**src/rtl/sri_pkg.sv**
```systemverilog
// Shared types and constants for the segment / window touch test.
`timescale 1ns / 1ps

package sri_pkg;

   // Coordinate width; taken from the low bits of each 32-bit field.
   localparam int COORD_BITS = 32;
   localparam int DIFF_BITS  = COORD_BITS + 1;
   localparam int PROD_BITS  = 2 * DIFF_BITS;
   localparam int SUM_BITS   = PROD_BITS + 1;

   localparam int CSR_DATA_BITS = 32;
   localparam int CSR_ADDR_BITS = 4;

   typedef logic signed [COORD_BITS-1:0] coord_type;
   typedef logic signed [DIFF_BITS-1:0]  diff_type;
   typedef logic signed [PROD_BITS-1:0]  prod_type;
   typedef logic signed [SUM_BITS-1:0]   sum_type;

   // Register index, from paddr[3:2].
   typedef enum logic [1:0] {
      REG_LEFT   = 2'd0,
      REG_TOP    = 2'd1,
      REG_RIGHT  = 2'd2,
      REG_BOTTOM = 2'd3
   } reg_idx_type;

   // Products for one side, ready for the final sum and sign check.
   typedef struct packed {
      logic     crossing;   // exactly one end beyond the side line
      logic     du_neg;     // direction across the side line is negative
      prod_type near_prod;  // (v1 - lo) * du
      prod_type far_prod;   // (v1 - hi) * du
      prod_type cross_prod; // dv * (X - u1)
   } side_prod_type;

endpackage

```
**src/rtl/sri_side_eval.sv**
```systemverilog
// Final sum and span check for one side of the window.
`timescale 1ns / 1ps

module sri_side_eval
   import sri_pkg::*;
(
   input  side_prod_type side,
   output logic          hit
);

   sum_type off_lo;
   sum_type off_hi;
   logic    lo_pos, lo_neg, hi_pos, hi_neg;

   // Scaled offsets of the crossing point from the span ends
   assign off_lo = sum_type'(side.near_prod) + sum_type'(side.cross_prod);
   assign off_hi = sum_type'(side.far_prod) + sum_type'(side.cross_prod);

   assign lo_neg = off_lo[SUM_BITS-1];
   assign hi_neg = off_hi[SUM_BITS-1];
   assign lo_pos = !lo_neg && (off_lo != '0);
   assign hi_pos = !hi_neg && (off_hi != '0);

   // Offsets carry the sign of du; flip the sense when du is negative
   always_comb begin
      if (side.du_neg) begin
         hit = side.crossing && !lo_pos && !hi_neg;
      end else begin
         hit = side.crossing && !lo_neg && !hi_pos;
      end
   end

endmodule
```
**config.mk**
```make
export PLATFORM = sky130hd
export DESIGN_NAME = sri_side_eval
export DESIGN_NICKNAME = d
export VERILOG_FILES = /design/src/rtl/sri_pkg.sv /design/src/rtl/sri_side_eval.sv
export SDC_FILE = /design/constraint.sdc
export NUM_CORES = 1
export LEC_CHECK = 0
export ABC_AREA = 1
export BUFFER_PORTS_ARGS = -buffer_cell sky130_fd_sc_hd__buf_2
export CORE_UTILIZATION = 45
export DETAILED_ROUTE_END_ITERATION = 8
export GPL_TIMING_DRIVEN = 0
export PLACE_DENSITY = 0.72
export SLEW_MARGIN = 5
export SYNTH_ARGS = -nofsm -noshare
export SYNTH_HDL_FRONTEND = slang
export SYNTH_SLANG_ARGS = --single-unit
export TNS_END_PERCENT = 100
```
**constraint.sdc**
```tcl
create_clock -name vclk -period 2.9
set_clock_uncertainty 0.1 [all_clocks]
set_input_delay 0.145 -clock vclk [all_inputs]
set_output_delay 0.145 -clock vclk [all_outputs]
set_load 0.02 [all_outputs]
```
==> metrics.md, run 1 <==
| Metric | Value |
|---|---|
| RePlAce Congestion | `about 1.0` |
| Top-area cell type share of the netlist area | `0.3404` |
| DIE WIDTH | `between 150 and 200 µm` |
| Sequential fraction of the synthesis area | `0` |
| Antenna violations before repair | `1` |
| Biggest area contributors in the synthesized netlist | `sky130_fd_sc_hd__nand2_1, sky130_fd_sc_hd__inv_1, sky130_fd_sc_hd__ha_1` |
| Layout-stage area growth over the synthesis result | `19.75%` |
| Total instance count after detailed placement | `between 3k and 4k` |
| Post-synth top area cell | `sky130_fd_sc_hd__nand2_1` |
| Number of distinct library cell variants in the gate-level netlist after synthesis | `38` |
| Die height | `168.9 µm` |
| Core area | `roughly 0.027 mm²` |
| Setup TNS Final | `-0.1759 ns` |
| Setup crit start | `side[44]` |
| Post-DP Area | `approximately 0.014 mm²` |
| Outcome | `finished with violations` |
| Cell occurring most often along the worst timing path | `sky130_fd_sc_hd__nand2_1` |
| Worst IR Drop VDD | `0.0001004 V` |
| Cell Rows | `60` |
| Most common library cell in the layout ignoring fill and taps | `sky130_fd_sc_hd__nand2_1` |
| Fill cell count | `~3.0k` |
| Synthesized instance count | `between 2k and 3k` |
| GRT Residual Overflow | `0` |
| Share of layout cells above drive strength 1 | `0.1687` |
| Max-capacitance violation count | `0` |
| # nets final | `3258` |
| Critical path endpoint | `hit` |
| Vias after detailed routing | `between 15k and 20k` |
| Gate power share | `1.000` |
| Period minus WS final | `around 3 ns` |
| HPWL after detailed placement | `roughly 49000 µm` |
| Reg power frac | `0` |
| Post-route antenna net violation count | `0` |
| Routed WL per cell | `around 17 µm` |
| Final design instance area without fill | `~0.015 mm²` |
| Vias in the first global route | `approximately 16k` |
| Synthesized net count | `a little over 3k` |
| Number of standard cells in the layout, taps in and fillers out | `approximately 3.3k` |
| Crit Path Max Fanout | `6` |
| Setup repair after global routing missed its margin | `true` |
| Most used cells in the layout excluding fill and tap cells | `sky130_fd_sc_hd__nand2_1, sky130_fd_sc_hd__inv_1, sky130_fd_sc_hd__nor2_1` |
| Final hold viol count | `0` |
| Net Switching | `approximately 2100 µW` |
| Residual DRC | `0` |
| Hold WC Path Type | `input pin to output port` |
| Kind of launch point of the worst setup path | `input pin` |
| Clk pwr share | `0` |
| Share of the cycle needed by the critical path after routing | `1.061` |
| Element type at the critical path end | `output port` |
| Max stage delay cell, worst path | `sky130_fd_sc_hd__ha_2` |
| Avg Vias per Cell | `5.268` |
| Total die area | `~0.029 mm²` |
| PortBufs | `201` |
| Total wire length | `roughly 55000 µm` |
| Relative max-transition margin | `0.7315` |
| Initial drt markers | `roughly 1.6k` |
| Total area of sequential cells | `0 µm²` |
| Effective utilization at floorplan | `0.4614` |
| Total count of max-transition violations in the final report | `0` |
| Num sequential | `0` |
| Switching Share | `0.6568` |
| Maximum number of pins on one net before global-route repair | `9` |
| Worst path cell trace | `buf_2, ha_2, a21oi_2, nand2_1, o21bai_1, a21oi_1, nand3_1, nand2_1, nand2_1, nor2_1, nand2_1, nor2_1, nand3_1, nor2_1, nand2_1, nand2_1, nand2_1, nand2_2, buf_6` |
| Endpoints failing setup | `1` |
| Setup CP Type | `input pin to output port` |
| Number of buffers inserted by hold repair at cts | `0` |
| Critical Path AT | `around 2.8 ns` |
| Global-route wire length before repair | `83460 µm` |
| Endpoint required time on the critical path | `between 2 and 3 ns` |
| Final critical-path setup slack | `-0.1759 ns` |
| Warnings from Yosys | `0` |
| Failing checks | `setup timing` |
| Total power density per cell area | `between 200 and 250 mW/mm²` |
| Total global-route track usage | `0.3769` |
| Leak | `approximately 0.0090 µW` |
| IO Count | `between 200 and 250` |
| Drt pass-1 iters | `6` |
| FMAX | `roughly 330 MHz` |
| Largest incremental delay on the critical path | `0.37 ns` |
| Total power draw | `3162 µW` |
| Cell area after synthesis | `roughly 0.013 mm²` |
| Mean post-synth cell area | `4.617 µm²` |
| Cell Int Power | `~1100 µW` |
| Worst-margin pin slew | `0.3986 ns` |
| Layout clock buffer count | `0` |
==> worst min path at each step <==
stage	from	end	slack (ns)	cells past startpoint
floorplan	side[198]	hit	0.39	3
global placement	side[198]	hit	0.62	5
detailed placement	side[198]	hit	0.61	5
CTS	side[198]	hit	0.59	5
global route	side[198]	hit	0.62	5
finish	side[198]	hit	0.60	5
==> cell usage after synthesis, drive strengths merged <==
master / count
a2111oi: 1
a211oi: 1
a21boi: 2
a21o: 7
a21oi: 134
a221oi: 1
and2: 5
buf: 2
clkinv: 1
fa: 2
ha: 132
inv: 597
nand2: 1161
nand3: 152
nand3b: 28
nand4: 34
nor2: 333
nor3: 34
nor3b: 1
nor4: 2
o21a: 3
o21ai: 48
o21bai: 16
or2: 1
xnor2: 10
xor2: 8
==> per-stage QoR <==
stage | hold WS (ns) | setup slack [ns] | util
after detailed placement | 0.6098 | -0.4640 | 0.5156
after floorplan | 0.3919 | 0.4939 | -
after global placement | 0.6202 | -0.4891 | 0.5156
after global routing | 0.6152 | -0.3304 | 0.5525
after CTS | 0.5899 | -0.07694 | 0.5430
final | 0.5975 | -0.1759 | 0.5525
==> layer usage <==
metal | routed length, µm | GRT usage | vias to the layer above
li1 | - | - | 8674
met1 | 24130 | 0.5025 | 7898
met2 | 26150 | 0.6624 | 718
met3 | 3913 | 0.02245 | 67
met4 | 1177 | 0.08182 | 0
met5 | 0 | 0 | -
==> power by group through the flow <==
| stage | Sequential (µW) | Clock, µW | Combinational (µW) |
|---|---|---|---|
| after floorplan | 0 | 0 | 1920 |
| after global placement | 0 | 0 | 2800 |
| after detailed placement | 0 | 0 | 2830 |
| after CTS | 0 | 0 | 3010 |
| after global routing | 0 | 0.0000464 | 3470 |
| final | 0 | 0.0000465 | 3160 |
==> cell type report <==
class	count	area [µm²]	area share
multi-input combinational	2116	11210	0.7465
timing repair buffer	206	1069	0.07116
tap	372	465.4	0.03100
antenna	1	2.502	0.0001667
buffer	2	22.52	0.001500
inverter	598	2247	0.1497
==> worst max-delay path, delay by kind of cell <==
family,cells,cell delay (ns)
compound gates,3,0.80
fa+ha+maj,1,0.37
buf+inv,2,0.25
simple gates,13,1.25
==> kinds of logic after synthesis <==
kind of cell / after synthesis / synth area share
xor+xnor: 18 / 0.01257
simple gates: 1751 / 0.5785
fa+ha+maj: 134 / 0.1349
compound gates: 213 / 0.09349
buf+inv: 600 / 0.1805
==> repair_timing <==
action,4_1_cts,5_1_grt
gates resized for setup,173,71
endpoints found under the setup margin,1,1
pin swaps,24,6
buffers inserted,4,1
Power figures use the tool's default switching activity.
==> inputs of run 2 (changes only) <==
--- a/config.mk
+++ b/config.mk
@@ -7,6 +7,7 @@
 export LEC_CHECK = 0
 export ABC_AREA = 1
 export BUFFER_PORTS_ARGS = -buffer_cell sky130_fd_sc_hd__buf_2
+export CORE_MARGIN = 2
 export CORE_UTILIZATION = 45
 export DETAILED_ROUTE_END_ITERATION = 8
 export GPL_TIMING_DRIVEN = 0
==> constraint.sdc (replaced) <==
create_clock -name vclk -period 4
set_clock_uncertainty 0.1 [all_clocks]
set_input_delay 0.2 -clock vclk [all_inputs]
set_output_delay 0.2 -clock vclk [all_outputs]
set_load 0.02 [all_outputs]
==> run 2 against run 1 <==
Compared with the run above: the run now ends clean; total power fell by 34%; core utilization shrank 4.5 points; critical path depth unchanged; largest cell class unchanged; largest power group unchanged; sequential share of layout area unchanged; hold slack better by 0.14 ns; die area is 2.4% higher; first-iteration DRC count fell by 13%; critical path type unchanged; global-route usage is 3.1 points lower; clock-buffer cell count did not move; wire length decreased by 5.2%; highest routed layer unchanged.
==> metrics.md, run 2 (synthesized netlist as in run 1, its figures left out) <==
| Metric | Value |
|---|---|
| Worst IR Drop VDD | `0.00005188 V` |
| Total die area | `about 0.03 mm²` |
| Worst-margin pin slew | `0.5093 ns` |
| Initial drt markers | `roughly 1.4k` |
| Drt pass-1 iters | `6` |
| RePlAce Congestion | `around 1.0` |
| Element type at the critical path end | `output port` |
| Share of the cycle needed by the critical path after routing | `0.8913` |
| Total global-route track usage | `0.3462` |
| DIE WIDTH | `170.9 µm` |
| Total count of max-transition violations in the final report | `0` |
| Cell Rows | `61` |
| Setup repair after global routing missed its margin | `false` |
| Avg Vias per Cell | `5.124` |
| Post-route antenna net violation count | `0` |
| Setup CP Type | `input pin to output port` |
| HPWL after detailed placement | `47200 µm` |
| Outcome | `completed` |
| Total power density per cell area | `around 150 mW/mm²` |
| Vias after detailed routing | `roughly 17k` |
| Global-route wire length before repair | `just under 80000 µm` |
| Worst hold-check slack | `roughly 0.74 ns` |
| Layout-stage area growth over the synthesis result | `11.83%` |
| # nets final | `roughly 3.3k` |
| Number of buffers inserted by hold repair at cts | `0` |
| Most common library cell in the layout ignoring fill and taps | `sky130_fd_sc_hd__nand2_1` |
| Core area | `0.02763 mm²` |
| Vias in the first global route | `approximately 15k` |
| Endpoint required time on the critical path | `roughly 3.7 ns` |
| Crit Path Max Fanout | `6` |
| Final hold viol count | `0` |
| Setup TNS Final | `0 ns` |
| Effective utilization at floorplan | `0.4539` |
| Max-capacitance violation count | `0` |
| Num sequential | `0` |
| Critical Path AT | `~3.3 ns` |
| Maximum number of pins on one net before global-route repair | `9` |
| Kind of launch point of the worst setup path | `input pin` |
| Period minus WS final | `3.565 ns` |
| Leak | `0.009022 µW` |
| Worst Min Path Start | `side[198]` |
| Routed WL per cell | `15.93 µm` |
| Layout clock buffer count | `0` |
| Hold WC Path Type | `input pin to output port` |
| Total area of sequential cells | `0 µm²` |
| PostCTS Resize Cnt | `0` |
| Relative max-transition margin | `0.6569` |
| Setup crit start | `side[44]` |
| IO Count | `between 200 and 250` |
| Most used cells in the layout excluding fill and tap cells | `sky130_fd_sc_hd__nand2_1, sky130_fd_sc_hd__inv_1, sky130_fd_sc_hd__nor2_1` |
| FMAX | `roughly 280 MHz` |
| Die height | `between 150 and 200 µm` |
| Endpoints failing setup | `0` |
| Total wire length | `52520 µm` |
| GRT Residual Overflow | `0` |
| Residual DRC | `0` |
| Share of layout cells above drive strength 1 | `0.09667` |
| Number of setup buffers added after CTS | `0` |
| Antenna violations before repair | `2` |
| PortBufs | `~200` |
## run 2: changes by cell type in the layout (fill, tap and decap cells not counted), moves of 9 or more
cell and change:
sky130_fd_sc_hd__nand3_2 -9, sky130_fd_sc_hd__nor2_2 -36, sky130_fd_sc_hd__ha_1 +80, sky130_fd_sc_hd__ha_4 -29, sky130_fd_sc_hd__a21oi_2 -24, sky130_fd_sc_hd__nor2_1 +44
sky130_fd_sc_hd__ha_2 -51, sky130_fd_sc_hd__nand3_1 +10, sky130_fd_sc_hd__a21oi_1 +24, sky130_fd_sc_hd__nand2_2 -35, sky130_fd_sc_hd__nand2_1 +36
## run 2: power breakdown
part           internal, µW  switching [µW]
Combinational           687            1400
Sequential                0               0
Clock             0.0000669               0
Total                   687            1400
## run 2: through the flow
stage,instances,setup slack (ns),util,total power [µW],instance area [µm²]
finish,3297,0.4349,0.5076,2091,14020
global route,3297,0.2723,0.5076,2322,14020
CTS,3295,0.5558,0.5074,2042,14020
detailed placement,3295,0.5611,0.5074,2032,14020
global placement,3295,0.5962,0.5074,2010,14020
floorplan,2716,1.484,-,1389,12540
## run 2: path summary, 6_finish.rpt
path / end / slack (ns) / depth (start not counted)
setup / recovery: hit / 0.43 / 19
hold / removal: hit / 0.74 / 5
## run 2: metal layers
layer | GRT usage | wire length (µm) | up-vias
met5 | 0 | 0 | -
met3 | 0.01735 | 3068 | 86
met2 | 0.6173 | 24450 | 553
met4 | 0.08880 | 1615 | 0
met1 | 0.4544 | 23390 | 7588
li1 | - | - | 8668
## run 2: cell type report
class	count	area, µm²
Fill cell	3238	13610
Multi-Input combinational cell	2116	10280
Inverter	598	2245
Timing Repair Buffer	201	1006
Tap cell	378	473.0
Buffer	2	18.77
Antenna cell	2	5.005
## run 2: critical path, cell delays in order
cell                       delay [ns]
sky130_fd_sc_hd__buf_2           0.13
sky130_fd_sc_hd__ha_1            0.44
sky130_fd_sc_hd__a21oi_1         0.45
sky130_fd_sc_hd__nand2_1         0.13
sky130_fd_sc_hd__o21bai_1        0.21
sky130_fd_sc_hd__a21oi_1         0.32
sky130_fd_sc_hd__nand3_1         0.13
sky130_fd_sc_hd__nand2_1         0.08
sky130_fd_sc_hd__nand2_1         0.04
sky130_fd_sc_hd__nor2_1          0.13
sky130_fd_sc_hd__nand2_1         0.08
sky130_fd_sc_hd__nor2_1          0.12
sky130_fd_sc_hd__nand3_1         0.10
sky130_fd_sc_hd__nor2_1          0.13
sky130_fd_sc_hd__nand2_1         0.13
sky130_fd_sc_hd__nand2_1         0.09
sky130_fd_sc_hd__nand2_1         0.05
sky130_fd_sc_hd__nand2_1         0.10
sky130_fd_sc_hd__buf_2           0.18
==> inputs of run 3 (changes only) <==
--- a/config.mk
+++ b/config.mk
@@ -6,12 +6,13 @@
 export NUM_CORES = 1
 export LEC_CHECK = 0
 export ABC_AREA = 1
-export BUFFER_PORTS_ARGS = -buffer_cell sky130_fd_sc_hd__buf_2
+export BUFFER_PORTS_ARGS = -buffer_cell sky130_fd_sc_hd__clkbuf_2
 export CORE_MARGIN = 2
 export CORE_UTILIZATION = 45
 export DETAILED_ROUTE_END_ITERATION = 8
 export GPL_TIMING_DRIVEN = 0
 export PLACE_DENSITY = 0.72
+export REMOVE_ABC_BUFFERS = 1
 export SLEW_MARGIN = 5
 export SYNTH_ARGS = -nofsm -noshare
 export SYNTH_HDL_FRONTEND = slang
==> run 3 against run 2 <==
Compared with the run above: die area unchanged; final cell count about the same; worst setup slack worse by 0.010 ns; hold slack better by 0.026 ns; total power about the same; largest power group unchanged.
==> metrics.md, run 3 (synthesized netlist as in run 1, its figures left out) <==
| Metric | Value |
|---|---|
| Outcome | `completed` |
| FMAX | `279.7 MHz` |
| Hold Path Depth | `5` |
| Largest incremental delay on the critical path | `slightly above 0.4 ns` |
| Vias in the first global route | `15.45k` |
| Worst Min Path Start | `side[198]` |
| Endpoint required time on the critical path | `approximately 3.7 ns` |
| IO Count | `between 200 and 250` |
| Number of buffers inserted by hold repair at cts | `0` |
| Kind of launch point of the worst setup path | `input pin` |
| Share of layout cells above drive strength 1 | `0.09605` |
| Avg Vias per Cell | `around 5` |
| Final hold viol count | `0` |
| Hold WC Path Type | `input pin to output port` |
| PostCTS Resize Cnt | `0` |
| Leak | `approximately 0.009 µW` |
| Total power density per cell area | `149.3 mW/mm²` |
| RePlAce Congestion | `1.019` |
| Cell occurring most often along the worst timing path | `sky130_fd_sc_hd__nand2_1` |
| Effective utilization at floorplan | `0.4539` |
| Maximum number of pins on one net before global-route repair | `9` |
| Total wire length | `~52000 µm` |
| Period minus WS final | `about 3.6 ns` |
| Global-route wire length before repair | `a little under 80000 µm` |
| Die height | `170.9 µm` |
| Worst path cell trace | `clkbuf_2, ha_1, inv_1, fa_1, inv_1, nand3_1, nand2_1, nand3_1, nand3_1, nand2_1, nand3_1, nand2_1, nor2_1, nand2_1, nor2_1, nand2_1, nor2_1, nand3_1, nor2_1, nand2_1, nand2_1, nand2_1, nand2_1, clkbuf_2` |
| DIE WIDTH | `between 150 and 200 µm` |
| Core area | `between 0.02 and 0.03 mm²` |
| Antenna violations before repair | `1` |
| Relative max-transition margin | `0.6396` |
| Setup CP Type | `input pin to output port` |
| Worst hold endpoint | `hit` |
| Total global-route track usage | `0.3482` |
| Total die area | `0.02922 mm²` |
| Layout clock buffer count | `0` |
| Residual DRC | `0` |
| Total count of max-transition violations in the final report | `0` |
| Worst IR Drop VDD | `a little over 0.00005 V` |
| Post-route antenna net violation count | `0` |
| Cell Rows | `61` |
| Number of setup buffers added after CTS | `0` |
| GRT Residual Overflow | `0` |
| # nets final | `about 3.3k` |
| Critical Path AT | `between 3 and 4 ns` |
| Most used cells in the layout excluding fill and tap cells | `sky130_fd_sc_hd__nand2_1, sky130_fd_sc_hd__inv_1, sky130_fd_sc_hd__nor2_1` |
| Drt pass-1 iters | `8` |
| Setup TNS Final | `0 ns` |
| HPWL after detailed placement | `~47000 µm` |
| Max-capacitance violation count | `0` |
| Initial drt markers | `between 1k and 1.5k` |
| Num sequential | `0` |
| Crit Path Max Fanout | `4` |
| Element type at the critical path end | `output port` |
| Max stage delay cell, worst path | `sky130_fd_sc_hd__fa_1` |
| Worst hold-check slack | `between 0.7 and 0.8 ns` |
| Setup repair after global routing missed its margin | `false` |
| Worst-margin pin slew | `0.5349 ns` |
| Total area of sequential cells | `0 µm²` |
| Share of the cycle needed by the critical path after routing | `0.8939` |
| Layout-stage area growth over the synthesis result | `11.66%` |
| Routed WL per cell | `roughly 16 µm` |
| Most common library cell in the layout ignoring fill and taps | `sky130_fd_sc_hd__nand2_1` |
| Vias after detailed routing | `about 17k` |
| PortBufs | `201` |
| Endpoints failing setup | `0` |
[run 3: cell types whose count changed in the layout (fill, tap and decap cells not counted), sizes merged]
cell    delta
buf      -203
clkbuf   +201
diode      -1
[run 3: final cells by class]
| type | instances | area (µm²) |
|---|---|---|
| Timing Repair Buffer | 201 | 1006 |
| Multi-Input combinational cell | 2116 | 10280 |
| Fill cell | 3275 | 13630 |
| Inverter | 598 | 2245 |
| Antenna cell | 1 | 2.502 |
| Tap cell | 378 | 473.0 |
[run 3: routing by layer]
| layer | GRT usage | up-vias | share of wire |
|---|---|---|---|
| met5 | 0 | - | 0 |
| met4 | 0.1411 | 0 | 0.046 |
| met3 | 0.02429 | 130 | 0.069 |
| met2 | 0.5936 | 650 | 0.45 |
| met1 | 0.4549 | 7468 | 0.44 |
| li1 | - | 8661 | - |
[run 3: worst max path at each step]
stage | start | to | slack [ns] | cells past startpoint
after detailed placement | side[47] | hit | 0.50 | 21
after floorplan | side[0] | hit | 1.48 | 22
final | side[0] | hit | 0.42 | 24
after CTS | side[47] | hit | 0.49 | 21
after global routing | side[0] | hit | 0.20 | 24
after global placement | side[47] | hit | 0.48 | 21
[run 3: metrics by stage]
stage          cells  utilization  setup WS [ns]  instance area (µm²)  total power, µW
6_report        3294       0.5068         0.4246                14000             2090
3_5_place_dp    3293       0.5067         0.4991                14000             2034
5_1_grt         3294       0.5068         0.1955                14000             2325
2_1_floorplan   2714            -          1.480                12520             1385
3_3_place_gp    3293       0.5067         0.4801                14000             2016
4_1_cts         3293       0.5067         0.4904                14000             2044
[run 3: critical path, delay by kind of cell]
kind | cells | cell delay [ns]
fa+ha+maj | 2 | 0.58
buf+inv | 4 | 0.50
simple gates | 18 | 1.98
[run 3: power by group]
part	switching [µW]	internal (µW)
registers	0	0
clock network	0	0.0000334
logic	1410	685
